[src/rtl/mfhd_pkg.sv]
// Shared types and constants for the MQTT fixed-header deframer.
// No dependencies; imported by every module of the block.
package mfhd_pkg;

   localparam int MAX_LENGTH_BYTES_DEF = 4;
   localparam int LEN_W                = 28;
   localparam logic [7:0] CONT_BIT_MASK = 8'h80;

   typedef enum logic [1:0] {
      PH_HEADER  = 2'd0,
      PH_LENGTH  = 2'd1,
      PH_PAYLOAD = 2'd2,
      PH_ERROR   = 2'd3
   } mfhd_phase_type;

   typedef enum logic [1:0] {
      KIND_HEADER  = 2'd0,
      KIND_LENGTH  = 2'd1,
      KIND_PAYLOAD = 2'd2,
      KIND_DROPPED = 2'd3
   } mfhd_kind_type;

   typedef struct packed {
      logic [7:0]       byte_value;
      mfhd_kind_type    byte_kind;
      logic [3:0]       packet_type;
      logic [3:0]       header_flags;
      logic [LEN_W-1:0] rem_length;
      logic             length_valid;
      logic             packet_end;
      logic             malformed;
   } mfhd_result_type;

endpackage

[src/rtl/mfhd_decode.sv]
// Deframer state and per-byte decode: phase, header, length accumulation,
// payload countdown. Depends on mfhd_pkg.
module mfhd_decode
   import mfhd_pkg::*;
#(
   parameter int MAX_LENGTH_BYTES = MAX_LENGTH_BYTES_DEF
) (
   input  logic            clock,
   input  logic            reset,
   input  logic            fire,
   input  logic [7:0]      data_byte,
   output mfhd_result_type result
);

   mfhd_phase_type   phase_ff, phase_in;
   logic [7:0]       header_ff, header_in;
   logic [LEN_W-1:0] acc_ff, acc_in;
   logic [1:0]       cnt_ff, cnt_in;
   logic [LEN_W-1:0] left_ff, left_in;

   logic [LEN_W-1:0] shifted;
   logic [LEN_W-1:0] acc_or;
   logic [LEN_W-1:0] left_dec;
   logic [2:0]       cnt_next;
   logic             last_allowed;

   // 7-bit group placed by its position in the length field
   always_comb begin
      unique case (cnt_ff)
         2'd0: shifted = {21'b0, data_byte[6:0]};
         2'd1: shifted = {14'b0, data_byte[6:0], 7'b0};
         2'd2: shifted = {7'b0, data_byte[6:0], 14'b0};
         2'd3: shifted = {data_byte[6:0], 21'b0};
         default: shifted = '0;
      endcase
   end

   assign acc_or       = acc_ff | shifted;
   assign left_dec     = left_ff - LEN_W'(1);
   assign cnt_next     = {1'b0, cnt_ff} + 3'd1;
   assign last_allowed = (cnt_next >= 3'(MAX_LENGTH_BYTES));

   always_comb begin
      phase_in  = phase_ff;
      header_in = header_ff;
      acc_in    = acc_ff;
      cnt_in    = cnt_ff;
      left_in   = left_ff;

      result.byte_value   = data_byte;
      result.byte_kind    = KIND_DROPPED;
      result.rem_length   = '0;
      result.length_valid = 1'b0;
      result.packet_end   = 1'b0;

      unique case (phase_ff)
         PH_HEADER: begin
            header_in = data_byte;
            acc_in    = '0;
            cnt_in    = '0;
            left_in   = '0;
            phase_in  = PH_LENGTH;
            result.byte_kind = KIND_HEADER;
         end
         PH_LENGTH: begin
            result.byte_kind = KIND_LENGTH;
            acc_in = acc_or;
            if ((data_byte & CONT_BIT_MASK) != 8'h00) begin
               if (last_allowed) begin
                  phase_in = PH_ERROR;
               end else begin
                  cnt_in = cnt_next[1:0];
               end
            end else begin
               result.rem_length   = acc_or;
               result.length_valid = 1'b1;
               if (acc_or == '0) begin
                  result.packet_end = 1'b1;
                  phase_in = PH_HEADER;
               end else begin
                  left_in  = acc_or;
                  phase_in = PH_PAYLOAD;
               end
            end
         end
         PH_PAYLOAD: begin
            result.byte_kind    = KIND_PAYLOAD;
            result.rem_length   = acc_ff;
            result.length_valid = 1'b1;
            left_in = left_dec;
            if (left_dec == '0) begin
               result.packet_end = 1'b1;
               phase_in = PH_HEADER;
            end
         end
         PH_ERROR: begin
            result.byte_kind = KIND_DROPPED;
         end
         default: begin
            phase_in = PH_ERROR;
         end
      endcase

      // header nibbles reflect the header as of after this byte
      result.packet_type  = header_in[7:4];
      result.header_flags = header_in[3:0];
      result.malformed    = (phase_in == PH_ERROR);
   end

   always_ff @(posedge clock) begin
      if (reset) begin
         phase_ff  <= PH_HEADER;
         header_ff <= '0;
         acc_ff    <= '0;
         cnt_ff    <= '0;
         left_ff   <= '0;
      end else if (fire) begin
         phase_ff  <= phase_in;
         header_ff <= header_in;
         acc_ff    <= acc_in;
         cnt_ff    <= cnt_in;
         left_ff   <= left_in;
      end
   end

   // error is terminal until reset
   a_error_sticky: assert property (@(posedge clock) disable iff (reset)
      phase_ff == PH_ERROR |=> phase_ff == PH_ERROR)
      else $error("deframer left error phase");

   // payload phase always has at least one byte still owed
   a_payload_left: assert property (@(posedge clock) disable iff (reset)
      phase_ff == PH_PAYLOAD |-> left_ff != '0)
      else $error("payload phase with nothing left");

   // length byte count never reaches the configured limit
   a_count_limit: assert property (@(posedge clock) disable iff (reset)
      phase_ff == PH_LENGTH |-> ({1'b0, cnt_ff} < 3'(MAX_LENGTH_BYTES)))
      else $error("length byte count beyond limit");

endmodule

[src/rtl/mfhd_out_reg.sv]
// Result register of the deframer: holds one decoded item until taken.
// Depends on mfhd_pkg.
module mfhd_out_reg
   import mfhd_pkg::*;
(
   input  logic            clock,
   input  logic            reset,
   input  logic            advance,
   input  logic            in_valid,
   input  mfhd_result_type in_result,
   output logic            out_valid,
   output mfhd_result_type out_result
);

   logic            vld_ff, vld_in;
   mfhd_result_type res_ff;

   assign vld_in = advance ? in_valid : vld_ff;

   always_ff @(posedge clock) begin
      if (reset) begin
         vld_ff <= 1'b0;
      end else begin
         vld_ff <= vld_in;
      end
   end

   always_ff @(posedge clock) begin
      if (advance && in_valid) begin
         res_ff <= in_result;
      end
   end

   assign out_valid  = vld_ff;
   assign out_result = res_ff;

   // a dropped byte is always flagged malformed
   a_drop_malformed: assert property (@(posedge clock) disable iff (reset)
      vld_ff && res_ff.byte_kind == KIND_DROPPED |-> res_ff.malformed)
      else $error("dropped item without malformed");

   // packet end only comes with a decoded length and no error
   a_end_valid: assert property (@(posedge clock) disable iff (reset)
      vld_ff && res_ff.packet_end |-> res_ff.length_valid && !res_ff.malformed)
      else $error("packet end without valid length");

endmodule

[src/rtl/mqtt_fixed_header_deframer.sv]
// Channel   Direction  Handshake             Payload
// req_      in         req_valid/req_stall   data_byte
// rsp_      out        rsp_valid/rsp_stall   byte_value, kind, header, length, flags
//
// One result per byte; one byte per cycle sustained while rsp_stall is low; each
// byte passes the input register, then decode into the result register.
// Synchronous active-high reset returns the framer to expecting a header.
// A stalled result holds the pipe; req_stall rises only when both the input
// and result registers are full and rsp_stall is high.
// Depends on mfhd_pkg, mfhd_decode, mfhd_out_reg.
module mqtt_fixed_header_deframer
   import mfhd_pkg::*;
#(
   parameter int MAX_LENGTH_BYTES = MAX_LENGTH_BYTES_DEF
) (
   input  logic             clock,
   input  logic             reset,
   input  logic             req_valid,
   output logic             req_stall,
   input  logic [7:0]       req_data_byte,
   output logic             rsp_valid,
   input  logic             rsp_stall,
   output logic [7:0]       rsp_byte_value,
   output logic [1:0]       rsp_byte_kind,
   output logic [3:0]       rsp_packet_type,
   output logic [3:0]       rsp_header_flags,
   output logic [LEN_W-1:0] rsp_rem_length,
   output logic             rsp_length_valid,
   output logic             rsp_packet_end,
   output logic             rsp_malformed
);

   logic            in_vld_ff, in_vld_in;
   logic [7:0]      in_data_ff;
   logic            advance;
   logic            in_load;
   logic            fire;
   logic            out_vld;
   mfhd_result_type dec_result;
   mfhd_result_type out_result;

   assign advance = !out_vld || !rsp_stall;
   assign in_load = !in_vld_ff || advance;
   assign fire    = in_vld_ff && advance;

   assign req_stall = !in_load;
   assign in_vld_in = in_load ? req_valid : in_vld_ff;

   always_ff @(posedge clock) begin
      if (reset) begin
         in_vld_ff <= 1'b0;
      end else begin
         in_vld_ff <= in_vld_in;
      end
   end

   always_ff @(posedge clock) begin
      if (in_load && req_valid) begin
         in_data_ff <= req_data_byte;
      end
   end

   mfhd_decode #(
      .MAX_LENGTH_BYTES(MAX_LENGTH_BYTES)
   ) u_decode (
      .clock    (clock),
      .reset    (reset),
      .fire     (fire),
      .data_byte(in_data_ff),
      .result   (dec_result)
   );

   mfhd_out_reg u_out_reg (
      .clock     (clock),
      .reset     (reset),
      .advance   (advance),
      .in_valid  (in_vld_ff),
      .in_result (dec_result),
      .out_valid (out_vld),
      .out_result(out_result)
   );

   assign rsp_valid        = out_vld;
   assign rsp_byte_value   = out_result.byte_value;
   assign rsp_byte_kind    = out_result.byte_kind;
   assign rsp_packet_type  = out_result.packet_type;
   assign rsp_header_flags = out_result.header_flags;
   assign rsp_rem_length   = out_result.rem_length;
   assign rsp_length_valid = out_result.length_valid;
   assign rsp_packet_end   = out_result.packet_end;
   assign rsp_malformed    = out_result.malformed;

endmodule

[config.mk]
export PLATFORM = sky130hd
export DESIGN_NAME = mqtt_fixed_header_deframer
export DESIGN_NICKNAME = d
export VERILOG_FILES = /design/src/rtl/mfhd_pkg.sv /design/src/rtl/mfhd_decode.sv /design/src/rtl/mfhd_out_reg.sv /design/src/rtl/mqtt_fixed_header_deframer.sv
export SDC_FILE = /design/constraint.sdc
export NUM_CORES = 1
export LEC_CHECK = 0
export BUFFER_PORTS_ARGS = -buffer_cell sky130_fd_sc_hd__buf_2
export CAP_MARGIN = 25
export CORE_AREA = 2 2 155 111
export CTS_CLUSTER_SIZE = 10
export DETAILED_ROUTE_END_ITERATION = 10
export DIE_AREA = 0 0 157 113
export GPL_ROUTABILITY_DRIVEN = 0
export GPL_TIMING_DRIVEN = 1
export PLACE_DENSITY = 0.55
export REMOVE_ABC_BUFFERS = 1
export SYNTH_ARGS = -nofsm -noshare
export SYNTH_HDL_FRONTEND = slang
export SYNTH_SLANG_ARGS = --single-unit
[constraint.sdc]
create_clock -name clock -period 6.1 [get_ports clock]
set_clock_uncertainty 0.15 [all_clocks]
set_input_delay 0.61 -clock clock [delete_from_list [all_inputs] [get_ports clock]]
set_output_delay 0.61 -clock clock [all_outputs]
set_load 0.01 [all_outputs]
==> impl_metrics.env <==
export IMPL_status="complete, no violations"
export IMPL_grt_overflow_total=0
export IMPL_path_type_of_the_worst_min_delay_path="input port to register"
export IMPL_design_portCount=63
export IMPL_dieArea_sq_um=17700
export IMPL_routed_wirelength_mm=18.1
export IMPL_cts_htree_levels=4
export IMPL_ctsHoldBuffers=0
export IMPL_worst_hold_slack_ns=0.206
export IMPL_mux_share_of_post_synthesis_cell_area=0.0158
export IMPL_crit_fanout=56
export IMPL_worst_skew_pair_late_latency_ns=0.42
export IMPL_cap_violations=0
export IMPL_power_combinational_fraction=0.088
export IMPL_clk_transition_reported_paths_ns=0.06
export IMPL_post_synth_cell_area_avg_sq_um=9.83
export IMPL_maximum_number_of_pins_on_one_net_before_global_route_repair=72
export IMPL_cp_end_kind="register"
export IMPL_synth_edf_count=57
export IMPL_critPathKind="register to register"
export IMPL_cts_buffers_inserted=17
export IMPL_synth_fa_ha_area_frac=0.0195
export IMPL_final_antenna_net_count=0
export IMPL_pwr_share_seq=0.420
export IMPL_setup_tns_ns=0
export IMPL_synthFlopType="sky130_fd_sc_hd__dfxtp_1"
export IMPL_p_int_mw=1.68
export IMPL_cts_tree="built"
export IMPL_p_leak_nw=2.66
export IMPL_antenna_violations_before_repair=0
export IMPL_timing_final_setup_violations=0
export IMPL_vdd_drop_max_uv=171
export IMPL_inserted_diodes=0
export IMPL_post_synth_inst_count=653
export IMPL_cp_launch_type="register"
export IMPL_synth_ff_latch_count=127
export IMPL_cell_at_the_root_of_the_clock_tree="sky130_fd_sc_hd__clkbuf_16"
export IMPL_drive_above_1_share=0.181
export IMPL_finalWorstPathRequiredPeriod_ns=3.56
export IMPL_cp_arrival_ns=3.68
export IMPL_place_detailed_hpwl_mm=11.5
export IMPL_syn_to_final_growth_pct=16.7
export IMPL_first_pass_grt_wire_length_mm=28.5
export IMPL_synth_top_family_by_area="compound AO/OA/AOI/OAI gates"
export IMPL_drt_pass1_iterations=5
export IMPL_floorplan_die_width_um=157
export IMPL_post_cts_setup_buffers=0
export IMPL_rows=39
export IMPL_drt_iter0_drc=604
export IMPL_post_synth_num_cell_types=55
export IMPL_maxSlewViolCount=0
export IMPL_nets=704
export IMPL_synth_simple_area_share=0.184
export IMPL_fp_dieH_um=113
export IMPL_tightest_slew_ns=0.821
export IMPL_slew_hr=0.453
export IMPL_detail_route_vias_per_cell=5.97
export IMPL_sw_frac=0.250
export IMPL_core_area_sq_um=16200
export IMPL_floorplan_initialDensity=0.397
export IMPL_drc_errors=0
export IMPL_cts_sinks=127
export IMPL_fillCellCount=1506
export IMPL_seq_area_frac_synth=0.485
export IMPL_io_buffers=62
export IMPL_count_of_vias_placed_by_the_detailed_router=5489
export IMPL_power_net_switching_uw=559
export IMPL_regToRegSetupSlack_ns=2.54
export IMPL_grt_setup_unrepaired="no"
export IMPL_post_route_period_util=0.584
export IMPL_synth_compound_area_share=0.223
export IMPL_yosys_warnings=0
export IMPL_synth_async_sr_flop_share=0
export IMPL_postLayoutCellArea_sq_um=7490
export IMPL_finalHoldViolCount=0
export IMPL_timing_fmax_mhz=281
export IMPL_power_density_nw_per_um2=298
export IMPL_post_syn_area_sq_um=6420
export IMPL_critPathRequiredTime_ns=6.22
export IMPL_cts_resized=0
export IMPL_grt_usage=0.209
export IMPL_totalPowerFinal_mw=2.23
export IMPL_cts_buffer_depth=2
export IMPL_wl_cell_um=19.6
export IMPL_vias_in_the_first_global_route=5065
export IMPL_synthXorXnorAreaFrac=0.0232
export IMPL_clock_power_share=0.492
export IMPL_placed_cell_area_sq_um=6830
## layout make-up
type / instances / area [sq um] / share of cell area
Multi-Input combinational cell: 449 / 3000 / 0.400
Clock inverter: 15 / 206 / 0.0276
Clock buffer: 17 / 425 / 0.0568
Timing Repair Buffer: 75 / 419 / 0.0560
Inverter: 12 / 45.0 / 0.00601
Tap cell: 225 / 282 / 0.0376
Sequential cell: 127 / 3110 / 0.416
## metal layers
metal | track usage | wire, um | vias to the layer above
li1 | - | - | 2534
met5 | 0 | 0 | -
met1 | 0.312 | 8620 | 2674
met2 | 0.301 | 7930 | 257
met3 | 0.0425 | 1260 | 24
met4 | 0.0667 | 259 | 0
## state kept, by name, summed over array words and instances (netlist names)
register / count
u_out_reg.out_valid: 1
u_decode.left_ff: 28
u_decode.header_ff: 8
in_vld_ff: 1
u_out_reg.out_result: 49
u_decode.cnt_ff: 2
u_decode.acc_ff: 28
u_decode.phase_ff: 2
in_data_ff: 8
## power groups by stage
stage          registers (mW)  clock network (mW)  logic, mW
2_1_floorplan           0.956                   0      0.115
3_3_place_gp            0.955                   0      0.189
3_5_place_dp            0.956                   0      0.192
4_1_cts                 0.938                1.11      0.193
5_1_grt                 0.942                1.15      0.215
6_report                0.939                1.10      0.197
## through the flow
stage	utilization	setup slack [ns]	cells
2_1_floorplan	-	1.40	588
3_3_place_gp	0.423	2.73	886
3_5_place_dp	0.423	2.58	886
4_1_cts	0.462	2.57	918
5_1_grt	0.464	2.26	920
6_report	0.464	2.54	920
## worst max-delay path, stage by stage (launching register included)
cell and delay [ns]:
sky130_fd_sc_hd__dfxtp_1 0.40, sky130_fd_sc_hd__inv_1 0.11, sky130_fd_sc_hd__ha_1 0.45, sky130_fd_sc_hd__a21o_1 0.31, sky130_fd_sc_hd__or4b_1 0.51, sky130_fd_sc_hd__nor4b_1 0.30
sky130_fd_sc_hd__nand3_1 0.23, sky130_fd_sc_hd__a31oi_4 0.22, sky130_fd_sc_hd__buf_4 0.47, sky130_fd_sc_hd__nand3b_1 0.18, sky130_fd_sc_hd__a21oi_1 0.07
## synth_stat cells (3+ instances only)
master,count,area share
sky130_fd_sc_hd__nor4b_1,3,0.0041
sky130_fd_sc_hd__nand3b_1,25,0.029
sky130_fd_sc_hd__o31ai_1,24,0.028
sky130_fd_sc_hd__nand4_1,6,0.0059
sky130_fd_sc_hd__inv_1,12,0.0070
sky130_fd_sc_hd__and3_1,5,0.0049
sky130_fd_sc_hd__or3_1,3,0.0029
sky130_fd_sc_hd__a2bb2oi_1,12,0.016
sky130_fd_sc_hd__or4_1,7,0.0082
sky130_fd_sc_hd__a32oi_1,46,0.063
sky130_fd_sc_hd__clkbuf_1,50,0.029
sky130_fd_sc_hd__xnor2_1,8,0.011
sky130_fd_sc_hd__edfxtp_1,57,0.27
sky130_fd_sc_hd__buf_2,8,0.0062
sky130_fd_sc_hd__a21oi_1,47,0.037
sky130_fd_sc_hd__ha_1,10,0.020
sky130_fd_sc_hd__nor4_1,10,0.0098
sky130_fd_sc_hd__mux2_2,9,0.016
sky130_fd_sc_hd__o21ai_0,12,0.0094
sky130_fd_sc_hd__buf_6,3,0.0053
sky130_fd_sc_hd__nor2_1,58,0.034
sky130_fd_sc_hd__a21o_1,11,0.013
sky130_fd_sc_hd__nand3_1,5,0.0039
sky130_fd_sc_hd__buf_1,4,0.0023
sky130_fd_sc_hd__o31a_1,3,0.0041
sky130_fd_sc_hd__nor2b_1,32,0.031
sky130_fd_sc_hd__o22ai_1,3,0.0029
sky130_fd_sc_hd__xor2_1,9,0.012
sky130_fd_sc_hd__nand2b_1,5,0.0049
sky130_fd_sc_hd__a22oi_1,16,0.019
sky130_fd_sc_hd__o2bb2ai_1,3,0.0041
sky130_fd_sc_hd__nor3_1,16,0.012
sky130_fd_sc_hd__nand2_1,30,0.018
sky130_fd_sc_hd__dfxtp_1,70,0.22
## path summary, 6_finish.rpt
check / end / from / depth (start not counted)
setup reg to reg: u_decode.left_ff[12] / u_decode.cnt_ff[0] / 10
hold reg to reg: u_decode.header_ff[3] / u_decode.header_ff[3] / 2
hold / removal: in_data_ff[7] / req_data_byte[7] / 1
setup / recovery: u_decode.left_ff[12] / u_decode.cnt_ff[0] / 10
## layout by cell type, fill, tap and decap left out, types with 4 or more instances in the layout
| cell | instances |
|---|---|
| sky130_fd_sc_hd__edfxtp_1 | 57 |
| sky130_fd_sc_hd__a21o_1 | 11 |
| sky130_fd_sc_hd__nand4_1 | 6 |
| sky130_fd_sc_hd__a2bb2oi_1 | 12 |
| sky130_fd_sc_hd__nor2_1 | 57 |
| sky130_fd_sc_hd__dfxtp_1 | 70 |
| sky130_fd_sc_hd__xnor2_1 | 8 |
| sky130_fd_sc_hd__inv_1 | 11 |
| sky130_fd_sc_hd__nand2_1 | 30 |
| sky130_fd_sc_hd__nand2b_1 | 5 |
| sky130_fd_sc_hd__a32oi_1 | 46 |
| sky130_fd_sc_hd__bufinv_16 | 4 |
| sky130_fd_sc_hd__nand3b_1 | 25 |
| sky130_fd_sc_hd__and3_1 | 5 |
| sky130_fd_sc_hd__a21oi_1 | 47 |
| sky130_fd_sc_hd__clkbuf_16 | 17 |
| sky130_fd_sc_hd__o31ai_1 | 24 |
| sky130_fd_sc_hd__nand3_1 | 5 |
| sky130_fd_sc_hd__xor2_1 | 9 |
| sky130_fd_sc_hd__mux2_2 | 9 |
| sky130_fd_sc_hd__or4_1 | 7 |
| sky130_fd_sc_hd__nor4_1 | 10 |
| sky130_fd_sc_hd__inv_6 | 5 |
| sky130_fd_sc_hd__nor3_1 | 16 |
| sky130_fd_sc_hd__o21ai_0 | 12 |
| sky130_fd_sc_hd__nor2b_1 | 32 |
| sky130_fd_sc_hd__a22oi_1 | 16 |
| sky130_fd_sc_hd__buf_4 | 11 |
| sky130_fd_sc_hd__ha_1 | 10 |
| sky130_fd_sc_hd__buf_2 | 62 |
## cells by family after synthesis
kind of cell               after synthesis
DFF                                    127
and+or+nand+nor                        216
AOI/OAI and AO/OA                      197
buffers and inverters                   77
muxes                                    9
adders and majority gates               10
xor gates and xnor gates                17
No activity file was read; power rests on OpenSTA's default activity.
